--- config.mk ---
export PLATFORM = sky130hd
export DESIGN_NAME = bpc_queue
export DESIGN_NICKNAME = d
export VERILOG_FILES = /design/src/rtl/bpc_pkg.sv /design/src/rtl/bpc_queue.sv
export SDC_FILE = /design/constraint.sdc
export NUM_CORES = 1
export LEC_CHECK = 0
export CAP_MARGIN = 20
export CORE_AREA = 5 5 93 95
export DETAILED_ROUTE_END_ITERATION = 12
export DIE_AREA = 0 0 98 100
export DONT_BUFFER_PORTS = 1
export PLACE_DENSITY_LB_ADDON = 0.2
export SLEW_MARGIN = 20
export SYNTH_ARGS = -nofsm -noshare
export SYNTH_HDL_FRONTEND = slang
export SYNTH_SLANG_ARGS = --single-unit
--- constraint.sdc ---
create_clock -name clock -period 5 [get_ports clock]
set_input_delay 0.25 -clock clock [delete_from_list [all_inputs] [get_ports clock]]
set_output_delay 0.25 -clock clock [all_outputs]
set_load 0.03 [all_outputs]
--- src/rtl/bpc_pkg.sv ---
// ----------------------------------------------------------------------------
// bpc_pkg: shared types and constants for the pressure compensation block
// Holds the operand codes, the multiply-accumulate program and helpers.
// ----------------------------------------------------------------------------
package bpc_pkg;

   localparam int REQ_W       = 48;
   localparam int RSP_W       = 40;
   localparam int CSR_W       = 64;
   localparam int CSR_IDX_W   = 2;
   localparam int CAL_HIGH_W  = 40;
   localparam int CAL_W       = 168;
   localparam int RAW_W       = 24;
   localparam int DELTA_W     = 25;
   localparam int TEMP_W      = 16;
   localparam int PRESS_W     = 24;
   localparam int ACC_W       = 224;
   localparam int MAG_W       = 160;
   localparam int LIMB_W      = 32;
   localparam int LIMB_LOG    = 5;
   localparam int SH_W        = 8;
   localparam int CNT_W       = 3;
   localparam int PC_W        = 5;
   localparam int COEF_W      = 18;
   localparam int QUEUE_DEPTH = 2;
   localparam int SRC_COUNT   = 21;
   localparam int T_DEN_BITS  = 48;
   localparam int P_DEN_BITS  = 181;

   typedef enum logic [CSR_IDX_W-1:0] {
      CSR_LOW,
      CSR_MID,
      CSR_HIGH
   } csr_type;

   typedef enum logic [4:0] {
      SRC_ONE, SRC_D, SRC_PR, SRC_T2, SRC_T3, SRC_Q1, SRC_Q2,
      SRC_P3, SRC_P4, SRC_P5, SRC_P6, SRC_P7, SRC_P8, SRC_P9, SRC_P10, SRC_P11,
      SRC_DD, SRC_N, SRC_PSQ, SRC_PCUBE, SRC_H
   } src_type;

   typedef enum logic [2:0] {
      DST_NONE, DST_DD, DST_N, DST_PSQ, DST_PCUBE, DST_H, DST_OUT
   } dst_type;

   typedef enum logic [1:0] {
      ST_IDLE, ST_ISSUE, ST_WAIT, ST_STORE
   } state_type;

   typedef struct packed {
      logic             neg;
      logic [MAG_W-1:0] mag;
   } operand_type;

   typedef struct packed {
      logic signed [DELTA_W-1:0] delta_t;
      logic [RAW_W-1:0]          press;
   } item_type;

   typedef struct packed {
      logic             clr;
      src_type          src_x;
      logic [CNT_W-1:0] last_x;
      src_type          src_y;
      logic [CNT_W-1:0] last_y;
      logic [SH_W-1:0]  sh;
      dst_type          dst;
   } inst_type;

   // Horner form in the temperature: s = c0 + n*(c1 + n*(c2 + n*c3))
   function automatic inst_type prog(input logic [PC_W-1:0] pc);
      inst_type r;
      case (pc)
         5'd0:  r = '{1'b1, SRC_D,   3'd0, SRC_D,     3'd0, 8'd0,   DST_DD};
         5'd1:  r = '{1'b1, SRC_D,   3'd0, SRC_T2,    3'd0, 8'd18,  DST_NONE};
         5'd2:  r = '{1'b0, SRC_DD,  3'd1, SRC_T3,    3'd0, 8'd0,   DST_N};
         5'd3:  r = '{1'b1, SRC_PR,  3'd0, SRC_PR,    3'd0, 8'd0,   DST_PSQ};
         5'd4:  r = '{1'b1, SRC_PSQ, 3'd1, SRC_PR,    3'd0, 8'd0,   DST_PCUBE};
         5'd5:  r = '{1'b1, SRC_P8,  3'd0, SRC_ONE,   3'd0, 8'd22,  DST_NONE};
         5'd6:  r = '{1'b0, SRC_P4,  3'd0, SRC_PR,    3'd0, 8'd0,   DST_H};
         5'd7:  r = '{1'b1, SRC_P7,  3'd0, SRC_ONE,   3'd0, 8'd77,  DST_NONE};
         5'd8:  r = '{1'b0, SRC_P3,  3'd0, SRC_PR,    3'd0, 8'd53,  DST_NONE};
         5'd9:  r = '{1'b0, SRC_N,   3'd1, SRC_H,     3'd0, 8'd0,   DST_H};
         5'd10: r = '{1'b1, SRC_P6,  3'd0, SRC_ONE,   3'd0, 8'd127, DST_NONE};
         5'd11: r = '{1'b0, SRC_Q2,  3'd0, SRC_PR,    3'd0, 8'd104, DST_NONE};
         5'd12: r = '{1'b0, SRC_P10, 3'd0, SRC_PSQ,   3'd1, 8'd85,  DST_NONE};
         5'd13: r = '{1'b0, SRC_N,   3'd1, SRC_H,     3'd2, 8'd0,   DST_H};
         5'd14: r = '{1'b1, SRC_P5,  3'd0, SRC_ONE,   3'd0, 8'd184, DST_NONE};
         5'd15: r = '{1'b0, SRC_Q1,  3'd0, SRC_PR,    3'd0, 8'd161, DST_NONE};
         5'd16: r = '{1'b0, SRC_P9,  3'd0, SRC_PSQ,   3'd1, 8'd133, DST_NONE};
         5'd17: r = '{1'b0, SRC_P11, 3'd0, SRC_PCUBE, 3'd2, 8'd116, DST_NONE};
         5'd18: r = '{1'b0, SRC_N,   3'd1, SRC_H,     3'd4, 8'd0,   DST_OUT};
         default: r = '{1'b1, SRC_ONE, 3'd0, SRC_ONE, 3'd0, 8'd0, DST_OUT};
      endcase
      return r;
   endfunction

   function automatic operand_type coef_op(input logic signed [COEF_W-1:0] c);
      operand_type r;
      logic [COEF_W-1:0] a;
      a = c[COEF_W-1] ? (~c + COEF_W'(1)) : c;
      r.neg = c[COEF_W-1];
      r.mag = MAG_W'(a);
      return r;
   endfunction

endpackage

--- src/rtl/bpc_queue.sv ---
// ----------------------------------------------------------------------------
// bpc_queue: short item queue
// Decouples the input stage from the arithmetic sequencer.
// ----------------------------------------------------------------------------
module bpc_queue (
   input  logic              clock,
   input  logic              reset,
   input  logic              in_valid,
   output logic              in_ready,
   input  bpc_pkg::item_type in_item,
   output logic              out_valid,
   input  logic              out_ready,
   output bpc_pkg::item_type out_item
);
   import bpc_pkg::*;

   localparam int PTR_W = (QUEUE_DEPTH > 1) ? $clog2(QUEUE_DEPTH) : 1;
   localparam int CNT_QW = $clog2(QUEUE_DEPTH + 1);

   item_type          mem_ff [QUEUE_DEPTH];
   logic [PTR_W-1:0]  wr_ptr_ff, wr_ptr_in;
   logic [PTR_W-1:0]  rd_ptr_ff, rd_ptr_in;
   logic [CNT_QW-1:0] count_ff, count_in;
   logic              push, pop;

   assign in_ready  = count_ff != CNT_QW'(QUEUE_DEPTH);
   assign out_valid = count_ff != '0;
   assign out_item  = mem_ff[rd_ptr_ff];
   assign push      = in_valid && in_ready;
   assign pop       = out_valid && out_ready;

   always_comb begin
      wr_ptr_in = wr_ptr_ff;
      rd_ptr_in = rd_ptr_ff;
      count_in  = count_ff;
      if (push) begin
         wr_ptr_in = (wr_ptr_ff == PTR_W'(QUEUE_DEPTH - 1)) ? '0 : wr_ptr_ff + 1'b1;
      end
      if (pop) begin
         rd_ptr_in = (rd_ptr_ff == PTR_W'(QUEUE_DEPTH - 1)) ? '0 : rd_ptr_ff + 1'b1;
      end
      if (push && !pop) begin
         count_in = count_ff + 1'b1;
      end else if (pop && !push) begin
         count_in = count_ff - 1'b1;
      end
   end

   always_ff @(posedge clock) begin
      if (reset) begin
         wr_ptr_ff <= '0;
         rd_ptr_ff <= '0;
         count_ff  <= '0;
      end else begin
         wr_ptr_ff <= wr_ptr_in;
         rd_ptr_ff <= rd_ptr_in;
         count_ff  <= count_in;
      end
      if (push) begin
         mem_ff[wr_ptr_ff] <= in_item;
      end
   end

endmodule

# Yosys cells after proc, flatten, opt, wreduce, memory -nomap -nowiden
# Memories as Yosys holds them, arrays and structs flattened. A register that Yosys moved wholly into a read port is not among the register bits.
# Index checks and enable logic that the tools add are counted.
dict set report classes {
  add_sub_neg 4
  eq_ne 1
  muxes 8
  n_reduce_logical 8
}
# cell count
set op_table {}
lappend op_table {{1-bit 2-to-1 mux} 6}
lappend op_table {{1-bit logical AND} 4}
lappend op_table {{2-bit 2-to-1 mux} 2}
lappend op_table {{2-bit nonzero test} 2}
lappend op_table {{1-bit adder, second input constant} 2}
lappend op_table {{2-bit by 1-bit adder with 2-bit output, second input constant} 1}
lappend op_table {{1-bit zero test} 2}
lappend op_table {{2-bit != test, second input constant} 1}
lappend op_table {{2-bit by 1-bit subtractor with 2-bit output, second input constant} 1}
dict set report word_totals {
  register_bits 4
  ram_bits 98
  inputBits 53
  out_inout_bits 51
  wordCells 25
  n_memories 1
}
# name depth word_bits rd rd_clocked_by_memory_dff write_ports line_no
set mem_list {}
lappend mem_list {mem_ff 2 49 1 1 1 bpc_queue.sv:20} ;# item_type mem_ff [QUEUE_DEPTH];

# Logic depth before layout (Yosys ltp)
dict set report logic_depth {
  word_depth 6
  depth_mapped 6
}

# Worst setup path after synthesis
# Ideal clock, no wire load.
dict set report synth_path {
  kind {register to register}
  start {register count_ff[0]}
  end {memory mem_ff[1][0] (netlist bit), enable pin}
  arrival_ps 2028
  slack_ps 2560
  path_stages_with_launch 3
  period_less_slack_ps 2440
  cell_sequence {dfxtp_1 > nand2b_1 > and3_1}
}
dict set report synth_between {
  elab_chain_len 4
}
# element line_no
set synth_lines {}
lappend synth_lines {{start, declared} bpc_queue.sv:23} ;# logic [CNT_QW-1:0] count_ff, count_in;
lappend synth_lines {{start signal, assigned} bpc_queue.sv:57} ;# count_ff <= count_in;
lappend synth_lines {{2-bit != test} bpc_queue.sv:26} ;# assign in_ready = count_ff != CNT_QW'(QUEUE_DEPTH);
lappend synth_lines {{net in_ready} bpc_queue.sv:9} ;# output logic in_ready,
lappend synth_lines {{1-bit logical AND} bpc_queue.sv:29} ;# assign push = in_valid && in_ready;
lappend synth_lines {{1-bit 2-to-1 mux} bpc_queue.sv:59} ;# if (push) begin
lappend synth_lines {{1-bit 2-to-1 mux (not written as such)} bpc_queue.sv:60} ;# mem_ff[wr_ptr_ff] <= in_item;
lappend synth_lines {{end, declared} bpc_queue.sv:20}
# The timed path passes the listed nets, and every way through them passes these cells.

# Worst setup path in the final report
dict set report layout_path {
  start {register count_ff[0]}
  end {memory mem_ff[0][42] (netlist bit), enable pin}
}
# Same word-level chain as after synthesis.

==> flow_summary.yaml <==
yosys:
  synth_xor_area_share_pct: 0.700
  synth-adder-area-share_pct: 0.334
  synth_cell_types: 19
  ys_seq_area_share_pct: 81.1
  ys_warn_count: 0
  synth_top_family_by_area: "multiplexers"
  synth.avg_cell_area_um2: 21.3
  synth_compound_area_share_pct: 0.801
  syn_nets: 230
  synth-simple-area-share_pct: 1.33
  synth_cells: 176
  synth_seq_cells: 103
  netlist_area_um2: 3750
  synthMuxAreaShare_pct: 14.7
worst_setup_path:
  path_class: "reg -> reg"
  rrSetupSlack_ns: 2.79
  r2r_cells: 3
  start_kind: "flip-flop"
  required_ns: 4.97
  crit_start: "count_ff[0]"
  crit_fanout: 49
  crit_path_end_kind: "flip-flop"
  regToRegStartpoint: "count_ff[0]"
  r2r_end: "mem_ff[0][42]"
  endpoint: "mem_ff[0][42]"
  arrival_ns: 2.18
clocking:
  cts_sinks: 103
  cts-htree-levels: 3
  clk_latency_ns: 0.35
  cts_setup_buffers: 0
  clk_pin_slew_ns: 0.08
  cts_tree: "yes"
  cts_buffers: 9
  cts-root-buf: "clkbuf_8"
  cts.path.max_buffers: 2
placed_design:
  gp_congestion: 0.670
  place_area_um2: 3850
  port-buffer-count: 0
drt:
  drtPass1Iterations: 5
  drc: 0
  wl_per_cell_um: 18.2
  routed_via_density: 5.08
  first_iter_violations: 65
  drt-total-wl_um: 6160
  detail-route-antenna-nets: 0
  via_count: 1721
sta:
  slew_violations: 0
  max_slew_margin_pct: 29.8
  whs_ns: 0.118
  period_needed_ns: 2.21
  finalSetupViolCount: 0
  setup_tns_ns: 0
  rsz0062_at_grt: "false"
  period_share_pct: 44.2
  fin_skew_ns: 0.0110
  fmax_mhz: 452
  worstMarginPinSlew_ns: 1.05
  finalHoldViolCount: 0
die:
  core_area_um2: 7650
  initial_core_util_pct: 49.1
  pin_count: 104
  rows: 32
  die_y_um: 100
  die_w_um: 98
  dieArea_um2: 9800
cells_and_area:
  area_growth_pct: 21.6
  finalInstanceArea_um2: 4560
  final_nets: 286
  diodes: 0
  final_layout_size_suffix_gt1_share_pct: 28.3
  final_core_util_pct: 59.7
  nFillCells: 566
  final_common_cell: "edfxtp_1"
  final_cell_mix: "edfxtp_1 (98), dlygate4sd3_1 (50), mux2_2 (49), clkbuf_8 (9), dfxtp_1 (4)"
global_routing:
  antenna_found_initial: 0
  grt_use_met2_pct: 23.6
  track_usage_pct: 12.8
  grt_pass1_wl_um: 9520
  grt_pass1_vias: 1846
  use_met1_pct: 12.3
  grt-ovfl-total: 0
  grt_max_degree: 50
  busiest_layer: "met2"
  use_met3_pct: 5.28
pwr:
  power_density_nw_per_um2: 506
  peakVddDrop_v: 0.000290
  p_leak_nw: 1.50
  power_mw: 2.31
outcome:
  status: "finished clean"
job:
  max-cap-violations: 0
min_path:
  min_path_type: "in -> reg"
[how the worst min path moves through the flow]
stage,cells past startpoint,endpoint,slack [ns],start
final,2,wr_ptr_ff,0.12,in_valid
after global routing,2,wr_ptr_ff,0.11,in_valid
after CTS,2,wr_ptr_ff,0.1,in_valid
after detailed placement,1,flip-flop,0.32,reset
after global placement,1,flip-flop,0.32,reset
after floorplan,1,count_ff[1],0.32,reset
[area by class of cell]
type | count | area [µm²] | share of cell area [%]
Sequential cell | 103 | 3050 | 66.8
Multi-Input combinational cell | 67 | 676 | 14.8
Timing Repair Buffer | 50 | 500 | 11.0
Clock buffer | 12 | 135 | 2.96
Tap cell | 102 | 128 | 2.80
Clock inverter | 4 | 72.6 | 1.59
Inverter | 1 | 3.75 | 0.0823
[flip-flops by register name, summed over array words and instances (netlist names), named ones only]
| name | cells |
|---|---|
| mem_ff | 98 |
| wr_ptr_ff | 1 |
| count_ff | 2 |
| rd_ptr_ff | 1 |
[synthesized netlist by cell type]
master | n | area (µm²)
a21bo_2 | 1 | 10.0
or3_1 | 1 | 6.26
nand2b_1 | 1 | 6.26
buf_6 | 1 | 11.3
ha_1 | 1 | 12.5
edfxtp_1 | 98 | 2940
mux2_2 | 49 | 552
inv_1 | 1 | 3.75
xor2_1 | 3 | 26.3
o21ai_0 | 2 | 10.0
nand3b_1 | 1 | 7.51
and2_1 | 1 | 6.26
buf_2 | 3 | 15.0
a21oi_1 | 2 | 10.0
dfxtp_1 | 5 | 100
buf_4 | 1 | 7.51
nor2_1 | 3 | 11.3
or2_2 | 1 | 6.26
and3_1 | 1 | 6.26
[through the flow]
step                      worst slack (ns)  cells
after floorplan                       2.56    176
after global placement                2.85    273
after detailed placement              2.75    273
after CTS                             2.71    339
after global routing                  2.63    339
final                                 2.79    339
[where the power goes]
group / internal [mW] / switching, mW
registers: 1.08 / 0.0800
logic: 0.194 / 0.422
clock network: 0.282 / 0.248
total: 1.56 / 0.750
[logic make-up (layout without fill, tap and decap cells)]
logic type      Yosys count  in the layout
buf+inv                   6             67
compound gates            5              5
flops                   103            103
fa+ha+maj                 1              1
simple gates              9              9
mux                      49             49
xor+xnor                  3              3
[layer usage]
metal | vias up | share of wire, %
li1 | 799 | -
met1 | 853 | 35
met2 | 62 | 56
met3 | 7 | 8.2
met4 | 0 | 1.1
met5 | - | 0
[repair_timing]
item / 4_1_cts / 5_1_grt
hold buffers: 50 / 0
endpoints found under the hold margin: 103 / 0
resized for setup: 0 / 0
[critical path, cell delays in order, from the launching register on]
cell	delay, ns
dfxtp_1	0.41
nand2b_1	0.41
nand3b_1	0.19
inv_2	0.79
Power figures use the tool's default switching activity.
