<file path="src/rtl/bpc_pkg.sv">
// ----------------------------------------------------------------------------
// bpc_pkg: shared types and constants for the pressure compensation block
// Holds the operand codes, the multiply-accumulate program and helpers.
// ----------------------------------------------------------------------------
package bpc_pkg;

   localparam int REQ_W       = 48;
   localparam int RSP_W       = 40;
   localparam int CSR_W       = 64;
   localparam int CSR_IDX_W   = 2;
   localparam int CAL_HIGH_W  = 40;
   localparam int CAL_W       = 168;
   localparam int RAW_W       = 24;
   localparam int DELTA_W     = 25;
   localparam int TEMP_W      = 16;
   localparam int PRESS_W     = 24;
   localparam int ACC_W       = 224;
   localparam int MAG_W       = 160;
   localparam int LIMB_W      = 32;
   localparam int LIMB_LOG    = 5;
   localparam int SH_W        = 8;
   localparam int CNT_W       = 3;
   localparam int PC_W        = 5;
   localparam int COEF_W      = 18;
   localparam int QUEUE_DEPTH = 2;
   localparam int SRC_COUNT   = 21;
   localparam int T_DEN_BITS  = 48;
   localparam int P_DEN_BITS  = 181;

   typedef enum logic [CSR_IDX_W-1:0] {
      CSR_LOW,
      CSR_MID,
      CSR_HIGH
   } csr_type;

   typedef enum logic [4:0] {
      SRC_ONE, SRC_D, SRC_PR, SRC_T2, SRC_T3, SRC_Q1, SRC_Q2,
      SRC_P3, SRC_P4, SRC_P5, SRC_P6, SRC_P7, SRC_P8, SRC_P9, SRC_P10, SRC_P11,
      SRC_DD, SRC_N, SRC_PSQ, SRC_PCUBE, SRC_H
   } src_type;

   typedef enum logic [2:0] {
      DST_NONE, DST_DD, DST_N, DST_PSQ, DST_PCUBE, DST_H, DST_OUT
   } dst_type;

   typedef enum logic [1:0] {
      ST_IDLE, ST_ISSUE, ST_WAIT, ST_STORE
   } state_type;

   typedef struct packed {
      logic             neg;
      logic [MAG_W-1:0] mag;
   } operand_type;

   typedef struct packed {
      logic signed [DELTA_W-1:0] delta_t;
      logic [RAW_W-1:0]          press;
   } item_type;

   typedef struct packed {
      logic             clr;
      src_type          src_x;
      logic [CNT_W-1:0] last_x;
      src_type          src_y;
      logic [CNT_W-1:0] last_y;
      logic [SH_W-1:0]  sh;
      dst_type          dst;
   } inst_type;

   // Horner form in the temperature: s = c0 + n*(c1 + n*(c2 + n*c3))
   function automatic inst_type prog(input logic [PC_W-1:0] pc);
      inst_type r;
      case (pc)
         5'd0:  r = '{1'b1, SRC_D,   3'd0, SRC_D,     3'd0, 8'd0,   DST_DD};
         5'd1:  r = '{1'b1, SRC_D,   3'd0, SRC_T2,    3'd0, 8'd18,  DST_NONE};
         5'd2:  r = '{1'b0, SRC_DD,  3'd1, SRC_T3,    3'd0, 8'd0,   DST_N};
         5'd3:  r = '{1'b1, SRC_PR,  3'd0, SRC_PR,    3'd0, 8'd0,   DST_PSQ};
         5'd4:  r = '{1'b1, SRC_PSQ, 3'd1, SRC_PR,    3'd0, 8'd0,   DST_PCUBE};
         5'd5:  r = '{1'b1, SRC_P8,  3'd0, SRC_ONE,   3'd0, 8'd22,  DST_NONE};
         5'd6:  r = '{1'b0, SRC_P4,  3'd0, SRC_PR,    3'd0, 8'd0,   DST_H};
         5'd7:  r = '{1'b1, SRC_P7,  3'd0, SRC_ONE,   3'd0, 8'd77,  DST_NONE};
         5'd8:  r = '{1'b0, SRC_P3,  3'd0, SRC_PR,    3'd0, 8'd53,  DST_NONE};
         5'd9:  r = '{1'b0, SRC_N,   3'd1, SRC_H,     3'd0, 8'd0,   DST_H};
         5'd10: r = '{1'b1, SRC_P6,  3'd0, SRC_ONE,   3'd0, 8'd127, DST_NONE};
         5'd11: r = '{1'b0, SRC_Q2,  3'd0, SRC_PR,    3'd0, 8'd104, DST_NONE};
         5'd12: r = '{1'b0, SRC_P10, 3'd0, SRC_PSQ,   3'd1, 8'd85,  DST_NONE};
         5'd13: r = '{1'b0, SRC_N,   3'd1, SRC_H,     3'd2, 8'd0,   DST_H};
         5'd14: r = '{1'b1, SRC_P5,  3'd0, SRC_ONE,   3'd0, 8'd184, DST_NONE};
         5'd15: r = '{1'b0, SRC_Q1,  3'd0, SRC_PR,    3'd0, 8'd161, DST_NONE};
         5'd16: r = '{1'b0, SRC_P9,  3'd0, SRC_PSQ,   3'd1, 8'd133, DST_NONE};
         5'd17: r = '{1'b0, SRC_P11, 3'd0, SRC_PCUBE, 3'd2, 8'd116, DST_NONE};
         5'd18: r = '{1'b0, SRC_N,   3'd1, SRC_H,     3'd4, 8'd0,   DST_OUT};
         default: r = '{1'b1, SRC_ONE, 3'd0, SRC_ONE, 3'd0, 8'd0, DST_OUT};
      endcase
      return r;
   endfunction

   function automatic operand_type coef_op(input logic signed [COEF_W-1:0] c);
      operand_type r;
      logic [COEF_W-1:0] a;
      a = c[COEF_W-1] ? (~c + COEF_W'(1)) : c;
      r.neg = c[COEF_W-1];
      r.mag = MAG_W'(a);
      return r;
   endfunction

endpackage

</file>
<file path="src/rtl/bpc_front.sv">
// ----------------------------------------------------------------------------
// bpc_front: input stage
// Accepts raw words, forms the temperature offset and hands items to the queue.
// ----------------------------------------------------------------------------
module bpc_front (
   input  logic                       clock,
   input  logic                       reset,
   input  logic [15:0]                cal_t1,
   input  logic                       req_tvalid,
   output logic                       req_tready,
   input  logic [bpc_pkg::REQ_W-1:0]  req_tdata,   // raw_pressure, raw_temperature
   output logic                       f_valid,
   output bpc_pkg::item_type          f_item,
   input  logic                       f_ready
);
   import bpc_pkg::*;

   logic     valid_ff;
   item_type item_ff;
   item_type item_in;

   assign req_tready = !valid_ff || f_ready;
   assign f_valid    = valid_ff;
   assign f_item     = item_ff;

   always_comb begin
      item_in.press   = req_tdata[RAW_W-1:0];
      item_in.delta_t = signed'({1'b0, req_tdata[2*RAW_W-1:RAW_W]})
                      - signed'({1'b0, cal_t1, 8'b0});
   end

   always_ff @(posedge clock) begin
      if (reset) begin
         valid_ff <= 1'b0;
      end else if (req_tready) begin
         valid_ff <= req_tvalid;
      end
      if (req_tvalid && req_tready) begin
         item_ff <= item_in;
      end
   end

endmodule

</file>
<file path="config.mk">
export PLATFORM = sky130hd
export DESIGN_NAME = bpc_front
export DESIGN_NICKNAME = d
export VERILOG_FILES = /design/src/rtl/bpc_pkg.sv /design/src/rtl/bpc_front.sv
export SDC_FILE = /design/constraint.sdc
export NUM_CORES = 1
export LEC_CHECK = 0
export BUFFER_PORTS_ARGS = -buffer_cell sky130_fd_sc_hd__buf_2
export CAP_MARGIN = 20
export CORE_ASPECT_RATIO = 0.5
export CORE_MARGIN = 4
export CORE_UTILIZATION = 49
export DETAILED_ROUTE_END_ITERATION = 10
export HOLD_SLACK_MARGIN = 0.02
export PLACE_DENSITY_LB_ADDON = 0.3
export SYNTH_ARGS = -nofsm -noshare
export SYNTH_HDL_FRONTEND = slang
export SYNTH_SLANG_ARGS = --single-unit
</file>
<file path="constraint.sdc">
create_clock -name clock -period 2.98 [get_ports clock]
set_input_delay 0.149 -clock clock [delete_from_list [all_inputs] [get_ports clock]]
set_output_delay 0.149 -clock clock [all_outputs]
set_load 0.02 [all_outputs]
</file>
* After elaboration in Yosys (flattened, before gate mapping)
Cells that the tools add are included.
** Cells by class
- $add $sub $neg :: 1
- Reductions and logical operators :: 3
** Operator list (count)
- subtractor 24 x 24 -> 25 bit :: 1
- logical AND 1 bit :: 1
- logical NOT 1 bit :: 1
- logical OR 1 bit :: 1
** Word-level totals
- Flip-flop bits (word level) :: 50
- Input port bits :: 68
- Word-level logic and storage cells :: 7

* Depth between registers and ports, before layout
Gate-level depths: netlist of the first run.
- Depth in word-level cells :: 3
- Depth in mapped cells :: 8
- Depth with buffers taken out :: 8

* Worst setup path before layout of the first run
No wires, ideal clock.
- Path type :: reg2reg
- Start point :: register valid_ff (netlist: f_valid)
- End point :: register item_ff (netlist bit f_item[0]), enable pin
- Setup time :: 0.411 ns
- Arrival time :: 1.829 ns
- Slack :: 0.740 ns
- Cell stages (with the launch flop) :: 3
- Path buffers :: 0
- Period minus slack after synthesis :: 2.240 ns
- Cell sequence :: dfxtp_1 -> nand2b_1 -> and2_1
** Between the ends
- Longest elaborated chain between the ends :: 3
** RTL lines
- start, declared :: RTL line bpc_front.sv:18 : logic valid_ff;
- start signal, assigned :: RTL line bpc_front.sv:36 : valid_ff <= req_tvalid;
- logical NOT 1 bit :: RTL line bpc_front.sv:22 : assign req_tready = !valid_ff || f_ready;
- logical OR 1 bit :: RTL line bpc_front.sv:22
- via req_tready :: RTL line bpc_front.sv:10 : output logic req_tready,
- logical AND 1 bit :: RTL line bpc_front.sv:38 : if (req_tvalid && req_tready) begin
- end signal, assigned :: RTL line bpc_front.sv:39 : item_ff <= item_in;
- end, declared :: RTL line bpc_front.sv:19 : item_type item_ff;
The timed path passes the listed nets, and every way through them passes these cells.
A chain may end at the register's enable or synchronous reset.

==> results of run 1 <==
routing by layer:
layer	track usage, %	wire, um	vias to the layer above	part of all wire (%)
met2	31.64	3278	73	54
met5	0	0	-	0
met3	3.115	455	4	7.5
met1	19.46	2310	955	38
met4	4.317	43	0	0.71
li1	-	-	977	-
how the worst max path moves through the flow:
| stage | slack, ns | endpoint | from |
|---|---|---|---|
| 2_1_floorplan | 0.74 | f_item[0] | f_valid |
| 3_3_place_gp | 0.65 | f_item[48] | cal_t1[0] |
| 3_5_place_dp | 0.64 | f_item[48] | req_tdata[32] |
| 4_1_cts | 0.93 | f_item[48] | req_tdata[32] |
| 5_1_grt | 0.74 | f_item[48] | req_tdata[32] |
| 6_report | 0.91 | f_item[48] | cal_t1[0] |
power by group through the flow:
stage / combinational (mW) / clock, mW / sequential (mW)
floorplan: 0.180 / 0 / 0.952
global placement: 0.379 / 0 / 0.874
detailed placement: 0.388 / 0 / 0.877
CTS: 0.399 / 0.391 / 0.861
global route: 0.460 / 0.437 / 0.865
finish: 0.422 / 0.386 / 0.861
through the flow:
| step | hold WS [ns] | std cells |
|---|---|---|
| 6_report | 0.03082 | 400 |
| 5_1_grt | 0.008045 | 400 |
| 4_1_cts | 0.02130 | 383 |
| 3_5_place_dp | 0.3197 | 365 |
| 3_3_place_gp | 0.3040 | 365 |
| 2_1_floorplan | 0.2181 | 182 |
kinds of logic after synthesis:
kind of cell	count (synthesis)	share of synthesized area, %
AO/OA/AOI/OAI	39	12.71
adder cells (fa/ha/maj)	17	9.091
AND/OR/NAND/NOR	39	8.472
XOR/XNOR	11	3.977
flip-flops	50	61.57
buffers and inverters	26	4.184
cells in the final DEF (no fill, tap or decap), types with 2 or more instances in the layout:
cell type,count
nor3b_1,2
a21o_1,5
a221oi_1,2
xnor2_1,10
o21a_1,4
ha_1,16
nand2_1,8
a31oi_1,2
dlygate4sd3_1,26
nor2b_1,3
or4_1,2
inv_1,25
nor3_1,3
nor2_1,8
a21oi_1,8
nand3_1,4
clkbuf_8,5
buf_2,118
edfxtp_1,49
registers in the layout (all words and copies together), names as in the netlist:
name	cells
f_valid	1
f_item	49
layout make-up:
cell class / instances / area [um^2]
Multi-Input combinational cell: 106 / 830.8
Sequential cell: 50 / 1491
Clock buffer: 6 / 72.57
Fill cell: 310 / 1117
Clock inverter: 2 / 13.76
Inverter: 25 / 93.84
Timing Repair Buffer: 145 / 870.8
Tap cell: 66 / 82.58
repair_timing:
action / 4_1_cts / 5_1_grt
hold buffers: 10 / 16
gates resized for setup: 0 / 0
endpoints found under the hold margin: 10 / 16
==> impl_results.md, run 1 <==
* Mapped Cells at about 180
* 1st-iter DRT viols at 78
* Worst reg2reg startpoint: f_valid
* Total GRT Usage at 16.57%
* Die X at 107.4 um
* Switching share of total power at between 20 and 30%
* Peak Freq at 484.0 MHz
* Cell taking the most area after synthesis: edfxtp_1
* Status: finished clean
* Worst setup margin at 0.9138 ns
* Clock transition at path regs at 0.09 ns
* Worst vdd ir at around 0.00023 V
* First-pass GRT wire length at 8.204 mm
* Fin nets at between 400 and 500
* Combinational power share at between 20 and 30%
* Max-capacitance violation count at 0
* Seq pwr share at 51.6%
* Ys async rst share at 0%
* Critical Path RT at 3.02 ns
* Share of cells above drive strength 1 at 40.42%
* Die height at 57.72 um
* Clk pwr share at 23.2%
* FF+latch count, synth at 50
* Layout area overhead at 42.67%
* # clock sinks at 50
* Post-DP Area at around 0.0031 mm^2
* Total congestion overflow at 0
* P_int at 1.197 mW
* Final antenna-violating net count at 0
* Slew at the pin closest to its max-slew limit at 0.4584 ns
* Die ar. at ~0.0062 mm^2
* EDFF count, synth at 49
* Cell Area, Synth at about 0.0024 mm^2
* Largest net degree at the start of global routing at 50
* DR DRC count at 0
* Hold Path Origin: req_tdata[0]
* Minimum clock period at 2.066 ns
* Crit path launch type: input port
* Vias in the first global route at about 1800
* Setup violators final at 0
* CP cell instances: buf_2, ha_1, fa_1, and2b_1, o2111ai_2, a211oi_1, nor3b_1, o31a_1
* Routed vias/inst at 5.023
* R2R setup slack at 1.58 ns
* # rows at 17
* Slowest CP cell: a211oi_1
* Worst hold path depth at 1
* Initial antenna violation count at 0
* Post-synth top area share at 60.74%
* RSZ-0062 raised after global routing: no
* Yosys warns at 0
* Worst-path maximum fanout at 3
* Input/output buffers at approximately 120
* Skew-Pair Late Insertion Delay at 0.30 ns
* RR Endpoint: f_item[47]
* Crit path buf inv count at 1
* DR WL/cell at between 15 and 20 um
* Root buf cell: clkbuf_8
* Syn Area/Cell at 13.31 um^2
* WP data arrival at 2.11 ns
* Final period utilization at 69.33%
* Num ports at 119
* Core area at roughly 0.0046 mm^2
* Util after Layout at 75.57%
* Lkg Pwr at 1.595 nW
* Clock tree buffer depth at 2
* Crit path depth at 8
* HP Class: in -> reg
* H-Tree Level Count at 2
* Count leader, synth: edfxtp_1
* Final hold vios at 0
* Tot Pwr at 1.669 mW
* Sequential area share after synthesis at 61.57%
* Total CTS buffers at 5
* Final WL at 6.088 mm
* DRT Pass-1 Iters at 4
* Gpl congestion at approximately 0.80
* Setup slack at placement at 0.6366 ns
* Crit path capture type: flop
* CTS tree: done
* Netlist cell types at 46
* Ant diodes at 0
* Worst Hold End: f_item[0]
* Worst R2R Path Depth at 3
* Syn Nets at 267
* Sum Neg Setup Slack at 0 ns
* Switching pwr at 0.4722 mW
* Synth cell count leaders: 49 x edfxtp_1, 25 x inv_1, 16 x ha_1
* Ys flop type: edfxtp_1
* PD cells at between 400 and 500 mW/mm^2
* Area contributors post-synth: edfxtp_1 61%, ha_1 8.3%, inv_1 3.9%
* Slew Limit Fails at 0
* Worst Path Class, Setup: in -> reg
* Max_slew headroom at between 60% and 70%
* Biggest cell delay along the critical path at 0.41 ns
* Cell family with most CP delay: compound AO/OA/AOI/OAI gates
* Post-CTS Setup Bufs at 0
* Routed vias at 2009
* HPWL after detailed placement at 4.123 mm
* Initial Utilization at between 50% and 60%
* Layout Skew at 0.008884 ns
* Fin area at 0.003456 mm^2
No activity file was read; power rests on OpenSTA's default activity.
==> inputs of run 2 (changes only) <==
CORE_UTILIZATION = 41   (was 49)
clock period = 1.9 ns   (was 2.98 ns; I/O delays follow)
==> run 2 against run 1 <==
  * Sequential share of layout area shrank 3.5 points
  * Critical path type unchanged
  * Clock skew shrank 0.0030 ns
  * Worst hold slack gained 0.018 ns
  * Cell area grew 8.8%
  * Highest routed layer unchanged
  * Count of clock-buffer cells in the layout shrank 1
  * Critical endpoint unchanged
==> impl_results.md, run 2 (synthesized netlist as in run 1, its figures left out) <==
* Placed insts at 386 (+5.8%)
* First-pass GRT wire length at 9.335 mm (+14%)
* Root buf cell: clkbuf_16
* Total GRT Usage at 16.15% (-0.42 points)
* Most frequent cells in the layout: 118 x buf_2, 49 x edfxtp_1, 33 x dlygate4sd3_1
* DR top layer: met4
* 1st-iter DRT viols at 141 (+81%)
* Max-capacitance violation count at 0 (unchanged)
* Layout Skew at 0.005856 ns (-0.003028 ns)
* Util after Layout at 66.99% (-8.6 points)
* Sum Neg Setup Slack at 0 ns (unchanged)
* DR WL/cell at 14.22 um (-6.6%)
* # clock sinks at 50 (unchanged)
* Final hold vios at 0 (unchanged)
* Critical Path RT at 1.94 ns (-1.08 ns)
* Die height at 62.35 um (+8.0%)
* Slew Limit Fails at 0 (unchanged)
* Die X at 116.7 um (+8.6%)
* Largest net degree at the start of global routing at 19 (-62%)
* DR DRC count at 0 (unchanged)
* HPWL after detailed placement at 4.496 mm (+9.0%)
* Gpl congestion at 0.7645 (-3.8%)
* Status: finished clean
* PD cells at 817.7 mW/mm^2 (+69%)
* Worst vdd ir at 0.0003967 V (+69%)
* Worst setup margin at 0.08914 ns (-0.8247 ns)
* Hold Slack at 0.04836 ns (+0.01755 ns)
* HP Class: in -> reg
* Total CTS buffers at 5 (unchanged)
* Ant diodes at 0 (unchanged)
* CTS tree: done
* Worst-path maximum fanout at 3 (unchanged)
* Max reg flops at 49 (unchanged)
* Tot Pwr at 3.073 mW (+84%)
* Initial antenna violation count at 0 (unchanged)
* RSZ-0062 raised after global routing: no
* Final WL at 6.071 mm (-0.28%)
* DRT Pass-1 Iters at 4 (unchanged)
* Fin nets at 438 (+4.8%)
* Max_slew headroom at 59.25% (-9.9 points)
* Die ar. at 0.007276 mm^2 (+17%)
* Final Non-Filler Cells at 427 (+6.8%)
* Fin area at 0.003759 mm^2 (+8.8%)
* Post-DP Area at 0.003241 mm^2 (+4.9%)
* H-Tree Level Count at 2 (unchanged)
* Met1 wire length at 2.412 mm (+4.4%)
* Clock transition at path regs at 0.07 ns (-0.02 ns)
* Crit path buf inv count at 1 (unchanged)
* Routed vias/inst at 4.754 (-5.3%)
* Crit path capture type: flop
* Worst Path Class, Setup: in -> reg
* Routed vias at 2030 (+1.0%)
* Commonest non-fill, non-tap cell in the layout: buf_2
* Vias in the first global route at 2000 (+9.9%)
* Layout area overhead at 55.17%
* Crit path launch type: input port
* Clock tree buffer depth at 2 (unchanged)
* Lkg Pwr at 1.734 nW (+8.7%)
* Core area at 0.005610 mm^2 (+23%)
* Share of cells above drive strength 1 at 42.94% (+2.5 points)
* Peak Freq at 552.2 MHz
* Final antenna-violating net count at 0 (unchanged)
* Slew at the pin closest to its max-slew limit at 0.6056 ns (+0.1472 ns)
* # rows at 19 (+2)
* Initial Utilization at 43.18% (-9.8 points)
* Final period utilization at 95.31%
* Num ports at 119 (unchanged)
* Biggest cell delay along the critical path at 0.34 ns (-0.07 ns)
* Met2 wire len at 3.119 mm (-4.9%)
* Slowest CP cell: fa_2
* Setup slack at placement at -0.1903 ns (-0.8269 ns)
* Setup violators final at 0 (unchanged)
* WP data arrival at 1.85 ns (-0.26 ns)
* Input/output buffers at 118 (unchanged)
* Total congestion overflow at 0 (unchanged)
* Skew-Pair Late Insertion Delay at 0.28 ns (-0.02 ns)
* Wire length on met3 at 449 um (-1.3%)
* Post-CTS Setup Bufs at 0 (unchanged)
* Minimum clock period at 1.811 ns
* Cell family with most CP delay: compound AO/OA/AOI/OAI gates
* CP cell instances: buf_2, ha_1, fa_2, and2b_1, o2111ai_4, a211oi_4, nor3b_2, o31a_1
## run 2: tightest hold or removal path: cells and delay by family
family	cells	cell delay, ns
AO/OA/AOI/OAI	1	0.05
buffers and inverters	2	0.15
## run 2: timing repair
item	CTS	global route
hold endpoints to repair	33	0
hold buffers	33	0
resized for setup	0	2
endpoints found under the setup margin	0	3
## run 2: layer usage
metal / vias up / GRT usage (%)
met4: 0 / 4.721
met1: 925 / 18.70
met5: - / 0
li1: 1017 / -
met2: 77 / 29.60
met3: 11 / 3.589
## run 2: power by group
group	internal, mW	leakage [nW]	switching [mW]
logic	0.330	1.17	0.392
registers	1.33	0.482	0.0203
clock network	0.623	0.0842	0.379
## run 2: path summary, 6_finish.rpt
check | endpoint | from | depth (start not counted) | slack, ns
max | f_item[48] | cal_t1[0] | 8 | 0.09
min | f_valid | req_tvalid | 3 | 0.05
max reg2reg | f_item[41] | f_valid | 3 | 0.53
min reg2reg | f_valid | f_valid | 2 | 0.53
## run 2: area by class of cell
| type | instances | area [um^2] |
|---|---|---|
| clock buffers | 5 | 125.1 |
| clock inverters | 3 | 43.79 |
| fillers | 413 | 1852 |
| inverters | 25 | 93.84 |
| multi-input cells | 106 | 862.1 |
| flip-flops and latches | 50 | 1491 |
| well taps | 73 | 91.34 |
| repair buffers | 165 | 1051 |
